--- config.mk ---
export PLATFORM = sky130hd
export DESIGN_NAME = pure_pursuit_steering
export DESIGN_NICKNAME = d
export VERILOG_FILES = /design/src/hw/rtl/pps_pkg.sv /design/src/hw/rtl/pps_cordic.sv /design/src/hw/rtl/pure_pursuit_steering.sv
export SDC_FILE = /design/constraint.sdc
export NUM_CORES = 2
export LEC_CHECK = 0
export BUFFER_PORTS_ARGS = -buffer_cell sky130_fd_sc_hd__buf_4
export CAP_MARGIN = 20
export CORE_UTILIZATION = 43
export CTS_CLUSTER_SIZE = 30
export DETAILED_ROUTE_END_ITERATION = 16
export GPL_TIMING_DRIVEN = 0
export SYNTH_ARGS = -nofsm -noshare
export SYNTH_HDL_FRONTEND = slang
export SYNTH_SLANG_ARGS = --single-unit
--- constraint.sdc ---
create_clock -name clk_i -period 10.13 [get_ports clk_i]
set_clock_uncertainty 0.15 [all_clocks]
set_input_delay 1.5195 -clock clk_i [delete_from_list [all_inputs] [get_ports clk_i]]
set_output_delay 1.5195 -clock clk_i [all_outputs]
set_load 0.01 [all_outputs]
--- src/hw/rtl/pps_pkg.sv ---
// Package for the pure-pursuit steering block: register indexes, angle limits,
// the CORDIC arctangent table and the result type of the CORDIC unit.
// No dependencies.
`default_nettype none

package pps_pkg;

  // Configuration register indexes
  localparam logic REG_LOOKAHEAD = 1'b0;
  localparam logic REG_SPEED     = 1'b1;

  localparam logic [14:0] LOOKAHEAD_RESET = 15'd512;  // 0.5 m in Q10
  localparam logic [14:0] SPEED_RESET     = 15'd205;  // 0.2 m/s in Q10

  localparam int unsigned ATAN_LEN  = 24;
  localparam int unsigned ANGLE_MAX = 12868;  // pi/2 in Q13
  localparam int unsigned CORD_W    = 45;     // holds vectors up to 2^43
  localparam int unsigned Z_W       = 33;     // Q30 angle accumulator

  typedef struct packed {
    logic        done;
    logic [13:0] angle;  // magnitude, Q13, 0 .. ANGLE_MAX
  } cordic_res_t;

  // atan(2^-i) in Q30
  function automatic logic [29:0] atan_q30(input logic [4:0] idx);
    logic [29:0] v;
    case (idx)
      5'd0:    v = 30'd843314857;
      5'd1:    v = 30'd497837830;
      5'd2:    v = 30'd263043837;
      5'd3:    v = 30'd133525159;
      5'd4:    v = 30'd67021687;
      5'd5:    v = 30'd33543516;
      5'd6:    v = 30'd16775851;
      5'd7:    v = 30'd8388437;
      5'd8:    v = 30'd4194283;
      5'd9:    v = 30'd2097149;
      5'd10:   v = 30'd1048576;
      5'd11:   v = 30'd524288;
      5'd12:   v = 30'd262144;
      5'd13:   v = 30'd131072;
      5'd14:   v = 30'd65536;
      5'd15:   v = 30'd32768;
      5'd16:   v = 30'd16384;
      5'd17:   v = 30'd8192;
      5'd18:   v = 30'd4096;
      5'd19:   v = 30'd2048;
      5'd20:   v = 30'd1024;
      5'd21:   v = 30'd512;
      5'd22:   v = 30'd256;
      5'd23:   v = 30'd128;
      default: v = 30'd0;
    endcase
    return v;
  endfunction

endpackage

`default_nettype wire

--- src/hw/rtl/pps_cordic.sv ---
// Iterative vectoring CORDIC: atan2(num, den) for non-negative operands.
// Normalizes, runs one micro-rotation per cycle, rounds to Q13. Uses pps_pkg.
`default_nettype none

module pps_cordic #(
  parameter int unsigned CORDIC_STEPS = 16
) (
  input  wire logic                 clk_i,
  input  wire logic                 rst_ni,
  input  wire logic                 start_i,
  input  wire logic [31:0]          num_i,
  input  wire logic [31:0]          den_i,
  output pps_pkg::cordic_res_t      res_o
);

  localparam int unsigned STEPS_RUN =
    (CORDIC_STEPS > pps_pkg::ATAN_LEN) ? pps_pkg::ATAN_LEN : CORDIC_STEPS;
  localparam logic [4:0] LAST_STEP = 5'(STEPS_RUN - 1);

  localparam logic [1:0] CS_IDLE = 2'd0;
  localparam logic [1:0] CS_NORM = 2'd1;
  localparam logic [1:0] CS_ITER = 2'd2;
  localparam logic [1:0] CS_FIN  = 2'd3;

  logic [1:0] state_q, state_d;
  logic signed [pps_pkg::CORD_W-1:0] xv_q, xv_d, yv_q, yv_d;
  logic signed [pps_pkg::CORD_W-1:0] xs, ys;
  logic [pps_pkg::CORD_W-1:0] mag;
  logic signed [pps_pkg::Z_W-1:0] z_q, z_d, atan_ext, zr, zs;
  logic [4:0]  i_q, i_d;
  logic        done_q, done_d;
  logic [13:0] angle_q, angle_d;

  assign xs       = xv_q >>> i_q;
  assign ys       = yv_q >>> i_q;
  assign mag      = xv_q | yv_q;
  assign atan_ext = $signed({3'b000, pps_pkg::atan_q30(i_q)});
  assign zr       = z_q + $signed(33'd65536);
  assign zs       = zr >>> 17;

  always_comb begin
    state_d = state_q;
    xv_d    = xv_q;
    yv_d    = yv_q;
    z_d     = z_q;
    i_d     = i_q;
    done_d  = 1'b0;
    angle_d = angle_q;
    case (state_q)
      CS_IDLE: begin
        if (start_i) begin
          xv_d = $signed({13'd0, den_i});
          yv_d = $signed({13'd0, num_i});
          z_d  = '0;
          i_d  = '0;
          // zero vector: skip straight to rounding of a zero angle
          state_d = ((num_i == '0) && (den_i == '0)) ? CS_FIN : CS_NORM;
        end
      end
      CS_NORM: begin
        // shift coarse, then fine, until the larger operand reaches 2^40
        if (mag[44:32] == '0) begin
          xv_d = xv_q <<< 8;
          yv_d = yv_q <<< 8;
        end else if (mag[44:40] == '0) begin
          xv_d = xv_q <<< 1;
          yv_d = yv_q <<< 1;
        end else begin
          state_d = CS_ITER;
        end
      end
      CS_ITER: begin
        if (yv_q > 0) begin
          xv_d = xv_q + ys;
          yv_d = yv_q - xs;
          z_d  = z_q + atan_ext;
        end else begin
          xv_d = xv_q - ys;
          yv_d = yv_q + xs;
          z_d  = z_q - atan_ext;
        end
        i_d = i_q + 5'd1;
        if (i_q == LAST_STEP) begin
          state_d = CS_FIN;
        end
      end
      CS_FIN: begin
        if (zs[pps_pkg::Z_W-1]) begin
          angle_d = '0;
        end else if (zs > $signed(33'(pps_pkg::ANGLE_MAX))) begin
          angle_d = 14'(pps_pkg::ANGLE_MAX);
        end else begin
          angle_d = zs[13:0];
        end
        done_d  = 1'b1;
        state_d = CS_IDLE;
      end
      default: state_d = CS_IDLE;
    endcase
  end

  always_ff @(posedge clk_i or negedge rst_ni) begin
    if (!rst_ni) begin
      state_q <= CS_IDLE;
      done_q  <= 1'b0;
    end else begin
      state_q <= state_d;
      done_q  <= done_d;
    end
  end

  always_ff @(posedge clk_i) begin
    xv_q    <= xv_d;
    yv_q    <= yv_d;
    z_q     <= z_d;
    i_q     <= i_d;
    angle_q <= angle_d;
  end

  assign res_o.done  = done_q;
  assign res_o.angle = angle_q;

  a_start_idle: assert property (@(posedge clk_i) disable iff (!rst_ni)
    start_i |-> state_q == CS_IDLE)
    else $error("cordic started while busy");
  a_done_pulse: assert property (@(posedge clk_i) disable iff (!rst_ni)
    done_q |=> !done_q)
    else $error("cordic done longer than one cycle");
  a_angle_range: assert property (@(posedge clk_i) disable iff (!rst_ni)
    done_q |-> angle_q <= 14'(pps_pkg::ANGLE_MAX))
    else $error("cordic angle out of range");

endmodule

`default_nettype wire

--- src/hw/rtl/pure_pursuit_steering.sv ---
// Pure-pursuit steering: picks the first path point at or beyond the lookahead
// radius and returns atan2(2y, x^2+y^2) in Q13 with the speed command.
// The input stalls from accept until the word is dropped or its output word is
// loaded, which waits while a stalled output word is still held. A steering word
// runs at most 12 normalize shifts, and the CORDIC steps are capped at 24.
// Reset: 0.5 m lookahead, 0.2 m/s, no target taken, output empty.
// Uses pps_pkg and pps_cordic.
`default_nettype none

module pure_pursuit_steering #(
  parameter int unsigned COORD_FRAC_BITS = 10,
  parameter int unsigned CORDIC_STEPS    = 16
) (
  input  wire logic               clk_i,
  input  wire logic               rst_ni,
  // configuration write port
  input  wire logic               cfg_we_i,
  input  wire logic               cfg_idx_i,
  input  wire logic [14:0]        cfg_wdata_i,
  // input words
  input  wire logic               in_valid_i,
  output      logic               in_stall_o,
  input  wire logic signed [15:0] point_x_i,
  input  wire logic signed [15:0] point_y_i,
  input  wire logic               last_point_i,
  // output words
  output      logic               out_valid_o,
  input  wire logic               out_stall_i,
  output      logic               status_o,
  output      logic signed [14:0] steer_angle_o,
  output      logic [14:0]        speed_o
);

  // Sequencer: one shared squarer computes x^2, y^2 and L^2 in turn, then a
  // compare decides between steering (CORDIC), a no-point word, or nothing.
  localparam logic [2:0] ST_IDLE = 3'd0;
  localparam logic [2:0] ST_SQX  = 3'd1;
  localparam logic [2:0] ST_SQY  = 3'd2;
  localparam logic [2:0] ST_SQL  = 3'd3;
  localparam logic [2:0] ST_DEC  = 3'd4;
  localparam logic [2:0] ST_CORD = 3'd5;
  localparam logic [2:0] ST_OUT  = 3'd6;

  logic [2:0]  state_q, state_d;
  logic [14:0] look_q, speed_cfg_q;
  logic [15:0] ax_q, ay_q, ax_d, ay_d;
  logic        yneg_q, yneg_d, last_q, last_d;
  logic        taken_q, taken_d;
  logic [31:0] sq_q, sq_d, d2_q, d2_d;
  logic [15:0] mul_a;
  logic [31:0] prod;
  logic        hit;
  logic        in_acc;
  logic        cord_start;
  logic [31:0] cord_num;
  pps_pkg::cordic_res_t cres;
  logic        rs_status_q, rs_status_d;
  logic [14:0] rs_angle_q, rs_angle_d;
  logic [14:0] ang_ext;
  logic        out_valid_q, out_valid_d;
  logic        out_load;
  logic        out_status_q;
  logic [14:0] out_angle_q, out_speed_q;

  assign in_stall_o = (state_q != ST_IDLE);
  assign in_acc     = in_valid_i && !in_stall_o;

  // Shared squarer: operand is chosen by the sequencer state
  always_comb begin
    case (state_q)
      ST_SQX:  mul_a = ax_q;
      ST_SQY:  mul_a = ay_q;
      default: mul_a = {1'b0, look_q};
    endcase
  end
  assign prod = mul_a * mul_a;

  assign hit      = !taken_q && (d2_q >= sq_q);
  assign cord_num = 32'({ay_q, 1'b0}) << COORD_FRAC_BITS;
  assign ang_ext  = {1'b0, cres.angle};

  // Output register frees when its word is taken
  assign out_load = (state_q == ST_OUT) && (!out_valid_q || !out_stall_i);

  always_comb begin
    state_d     = state_q;
    ax_d        = ax_q;
    ay_d        = ay_q;
    yneg_d      = yneg_q;
    last_d      = last_q;
    taken_d     = taken_q;
    sq_d        = sq_q;
    d2_d        = d2_q;
    rs_status_d = rs_status_q;
    rs_angle_d  = rs_angle_q;
    cord_start  = 1'b0;
    case (state_q)
      ST_IDLE: begin
        if (in_acc) begin
          // take magnitudes; -32768 becomes 32768 in 16 unsigned bits
          ax_d    = point_x_i[15] ? 16'(-point_x_i) : 16'(point_x_i);
          ay_d    = point_y_i[15] ? 16'(-point_y_i) : 16'(point_y_i);
          yneg_d  = point_y_i[15];
          last_d  = last_point_i;
          state_d = ST_SQX;
        end
      end
      ST_SQX: begin
        sq_d    = prod;
        state_d = ST_SQY;
      end
      ST_SQY: begin
        d2_d    = sq_q;
        sq_d    = prod;
        state_d = ST_SQL;
      end
      ST_SQL: begin
        d2_d    = d2_q + sq_q;
        sq_d    = prod;
        state_d = ST_DEC;
      end
      ST_DEC: begin
        // drop points after the target; clear the pass flag on the last point
        taken_d = last_q ? 1'b0 : (taken_q || hit);
        if (hit) begin
          cord_start = 1'b1;
          state_d    = ST_CORD;
        end else if (last_q && !taken_q) begin
          rs_status_d = 1'b1;
          rs_angle_d  = '0;
          state_d     = ST_OUT;
        end else begin
          state_d = ST_IDLE;
        end
      end
      ST_CORD: begin
        if (cres.done) begin
          rs_status_d = 1'b0;
          rs_angle_d  = yneg_q ? 15'(15'd0 - ang_ext) : ang_ext;
          state_d     = ST_OUT;
        end
      end
      ST_OUT: begin
        if (out_load) begin
          state_d = ST_IDLE;
        end
      end
      default: state_d = ST_IDLE;
    endcase
  end

  always_comb begin
    out_valid_d = out_valid_q && out_stall_i;
    if (out_load) begin
      out_valid_d = 1'b1;
    end
  end

  pps_cordic #(
    .CORDIC_STEPS(CORDIC_STEPS)
  ) u_cordic (
    .clk_i  (clk_i),
    .rst_ni (rst_ni),
    .start_i(cord_start),
    .num_i  (cord_num),
    .den_i  (d2_q),
    .res_o  (cres)
  );

  // Configuration registers
  always_ff @(posedge clk_i or negedge rst_ni) begin
    if (!rst_ni) begin
      look_q      <= pps_pkg::LOOKAHEAD_RESET;
      speed_cfg_q <= pps_pkg::SPEED_RESET;
    end else if (cfg_we_i) begin
      case (cfg_idx_i)
        pps_pkg::REG_LOOKAHEAD: look_q      <= cfg_wdata_i;
        pps_pkg::REG_SPEED:     speed_cfg_q <= cfg_wdata_i;
        default: ;
      endcase
    end
  end

  // Control state
  always_ff @(posedge clk_i or negedge rst_ni) begin
    if (!rst_ni) begin
      state_q     <= ST_IDLE;
      taken_q     <= 1'b0;
      out_valid_q <= 1'b0;
    end else begin
      state_q     <= state_d;
      taken_q     <= taken_d;
      out_valid_q <= out_valid_d;
    end
  end

  // Datapath and output payload
  always_ff @(posedge clk_i) begin
    ax_q        <= ax_d;
    ay_q        <= ay_d;
    yneg_q      <= yneg_d;
    last_q      <= last_d;
    sq_q        <= sq_d;
    d2_q        <= d2_d;
    rs_status_q <= rs_status_d;
    rs_angle_q  <= rs_angle_d;
    if (out_load) begin
      out_status_q <= rs_status_q;
      out_angle_q  <= rs_angle_q;
      out_speed_q  <= rs_status_q ? 15'd0 : speed_cfg_q;
    end
  end

  assign out_valid_o   = out_valid_q;
  assign status_o      = out_status_q;
  assign steer_angle_o = $signed(out_angle_q);
  assign speed_o       = out_speed_q;

  a_accept_seq: assert property (@(posedge clk_i) disable iff (!rst_ni)
    in_acc |=> state_q == ST_SQX)
    else $error("accepted word did not start the sequence");
  a_done_in_cord: assert property (@(posedge clk_i) disable iff (!rst_ni)
    cres.done |-> state_q == ST_CORD)
    else $error("cordic result arrived outside wait state");
  a_nopoint_zero: assert property (@(posedge clk_i) disable iff (!rst_ni)
    (out_valid_o && status_o) |-> (steer_angle_o == 15'sd0 && speed_o == 15'd0))
    else $error("no-point word carries nonzero payload");
  a_angle_range: assert property (@(posedge clk_i) disable iff (!rst_ni)
    out_valid_o |-> (steer_angle_o <= 15'sd12868 && steer_angle_o >= -15'sd12868))
    else $error("steering angle out of range");

endmodule

`default_nettype wire
==> flow_summary.json <==
{
  "synth-edff-count": 286,
  "cts.reportedPaths.clkPinSlew_ps": 70,
  "rows": 113,
  "gp_congestion": 1.097,
  "dieHeight_um": 311.7,
  "critPathMaxStageDelay_ps": 720,
  "hold_viol": 0,
  "fin_util_pct": 48.08,
  "path_buf_inv": 10,
  "routed_via_density": 6.444,
  "rsz0062_at_grt": "no",
  "maxCapViolCount": 0,
  "io_pins": 87,
  "r2r_end": "u_cordic.yv_q[42]",
  "core_sq_um": 95010,
  "area_growth_pct": 10.78,
  "gr-total-overflow": 0,
  "cts_buffer_depth": 3,
  "critPathRequiredTime_ps": 10400,
  "wire_per_inst_um": 31.42,
  "worstHoldPathType": "flip-flop to flip-flop",
  "period_share_pct": 96.96,
  "grt_pass1_wl_um": 269700,
  "cts-buffers-inserted": 46,
  "min-delay-start": "rs_angle_q[1]",
  "start_util_pct": 43.40,
  "clock_sinks": 354,
  "path_class": "flip-flop to flip-flop",
  "cp-end-kind": "flip-flop",
  "grt_pass1_vias": 37730,
  "drt_iter0_drc": 4457,
  "ys.flop_type": "edfxtp_1",
  "critPathTopFamily": "buffers and inverters",
  "synthArstFlopShare_pct": 10.73,
  "timing.fmax_mhz": 101.8,
  "worst_pin_slew_ps": 1379,
  "drive_above_1_share_pct": 12.15,
  "syn_area_sq_um": 41230,
  "fp.dieW_um": 311.7,
  "cts-root-buf": "clkbuf_16",
  "antenna_found_initial": 8,
  "num_vias": 38890,
  "timing.final.ws_setup_ps": 307.7,
  "status": "finished, final reports clean",
  "finalSetupViolations": 0,
  "grt_max_degree": 39,
  "worstRegToRegCells": 30,
  "yosys_register_bits": 354,
  "hold_buffers": 0,
  "syn_nets": 5072,
  "syn_inst": 4552,
  "cp-start-kind": "flip-flop",
  "crit_path_top_delay_cell": "nor3_1",
  "yosysSeqAreaShare_pct": 24.61,
  "post-place-ws_ps": -293.5,
  "finalCriticalPeriod_ps": 9822,
  "timing.rr.start": "u_cordic.i_q[4]",
  "ys_warn_count": 0,
  "cp.arrival_ps": 10090,
  "final_cell_mix": "nor2_1, nand2_1, inv_1",
  "ant_nets": 0,
  "slew_violations": 0,
  "clock_latency_ps": 660,
  "synth.avg_cell_area_sq_um": 9.059,
  "hpwlAfterDp_um": 150900,
  "final_common_cell": "nor2_1",
  "cts_tree": "yes",
  "ff2ff_setup_slack_ps": 310,
  "hold-path-cell-count": 0,
  "die_area_sq_um": 97140,
  "nets": 5247,
  "htree_levels": 2,
  "synthDistinctLibCells": 102,
  "drtPass1Iterations": 8,
  "max_slew_margin_pct": 8.090,
  "crit_fanout": 17,
  "drc_errors": 0,
  "min_to": "steer_angle_o[1]",
  "drt-total-wl_um": 189600,
  "port-buffer-count": 86,
  "track_usage_pct": 38.40
}
## area by class of cell
type | instances | area, sq um
Multi-Input combinational cell | 3574 | 28550
Timing Repair Buffer | 129 | 1191
Fill cell | 9271 | 49330
Buffer | 241 | 1162
Clock buffer | 58 | 1279
Sequential cell | 354 | 10150
Antenna cell | 4 | 10.01
Clock inverter | 28 | 317.8
Inverter | 381 | 1434
Tap cell | 1265 | 1583
## flip-flops by register name, indices dropped and copies added (netlist names), 16 cells and up
| signal | count |
|---|---|
| d2_q | 32 |
| sq_q | 31 |
| ay_q | 16 |
| u_cordic.xv_q | 45 |
| u_cordic.z_q | 33 |
| ax_q | 16 |
| u_cordic.atan_ext | 30 |
| u_cordic.yv_q | 45 |
## through the flow
stage / cells / TNS [ps] / instance area, sq um / hold WS (ps)
floorplan: 4552 / 0 / 41230 / 250.3
global placement: 5903 / -483130 / 43460 / 253.6
detailed placement: 5942 / -956.0 / 44020 / 254.5
CTS: 6027 / 0 / 45620 / 260.3
global route: 6030 / 0 / 45670 / 269.1
finish: 6034 / 0 / 45680 / 257.9
## per-layer routing
metal	vias to the layer above	wire [um]	track usage, %
li1	16890	-	-
met1	19180	73600	47.70
met2	2158	83400	59.73
met3	655	17280	8.479
met4	6	15290	25.91
met5	-	39	0
## kinds of logic (layout without fill, tap and decap cells)
kind of cell | count (synthesis) | count (layout) | share of synthesized area [%]
simple gates | 1312 | 1312 | 14.92
compound gates | 1139 | 1139 | 18.02
flops | 354 | 354 | 24.61
other cells | 0 | 4 | 0
mux | 345 | 345 | 12.38
xor+xnor | 312 | 312 | 6.627
fa+ha+maj | 466 | 466 | 17.14
buf+inv | 624 | 837 | 6.302
## worst max path at each step
stage	end	depth (start not counted)	from	slack, ps
2_1_floorplan	u_cordic.xv_q[0]	10	d2_q[28]	1090
3_3_place_gp	u_cordic.xv_q[33]	10	d2_q[29]	-5200
3_5_place_dp	u_cordic.yv_q[42]	31	u_cordic.i_q[4]	-290
4_1_cts	sq_q[29]	31	state_q[1]	250
5_1_grt	u_cordic.yv_q[42]	30	u_cordic.i_q[4]	50
6_report	u_cordic.yv_q[42]	30	u_cordic.i_q[4]	310
## Yosys cell counts, types with 32 or more instances
master | count | area, sq um
nor2_1 | 426 | 1599
nand2_1 | 396 | 1486
inv_1 | 368 | 1381
ha_1 | 301 | 3766
a21oi_1 | 292 | 1461
edfxtp_1 | 286 | 8588
o21ai_0 | 241 | 1206
xnor2_1 | 179 | 1568
fa_1 | 165 | 3303
clkbuf_1 | 156 | 585.6
xor2_1 | 133 | 1165
mux2i_1 | 124 | 1241
mux4_2 | 122 | 2748
a21o_1 | 102 | 765.7
mux2_2 | 99 | 1115
o22ai_1 | 88 | 550.5
nand3_1 | 73 | 365.4
nor3_1 | 71 | 355.3
nor2b_1 | 57 | 356.6
nand2b_1 | 52 | 325.3
a31oi_1 | 44 | 275.3
a221oi_1 | 41 | 359.1
and3_1 | 38 | 237.7
nor4_1 | 38 | 237.7
o21a_1 | 37 | 277.8
dfrtp_1 | 32 | 800.8
o31ai_1 | 32 | 240.2
## what timing repair did
item	in CTS	in global routing
gates resized for setup	0	4
buffers inserted	0	0
endpoints found under the setup margin	5	8
Power is not shown: default switching activity piles up to over one toggle a cycle in this logic, so the estimate is an artifact.
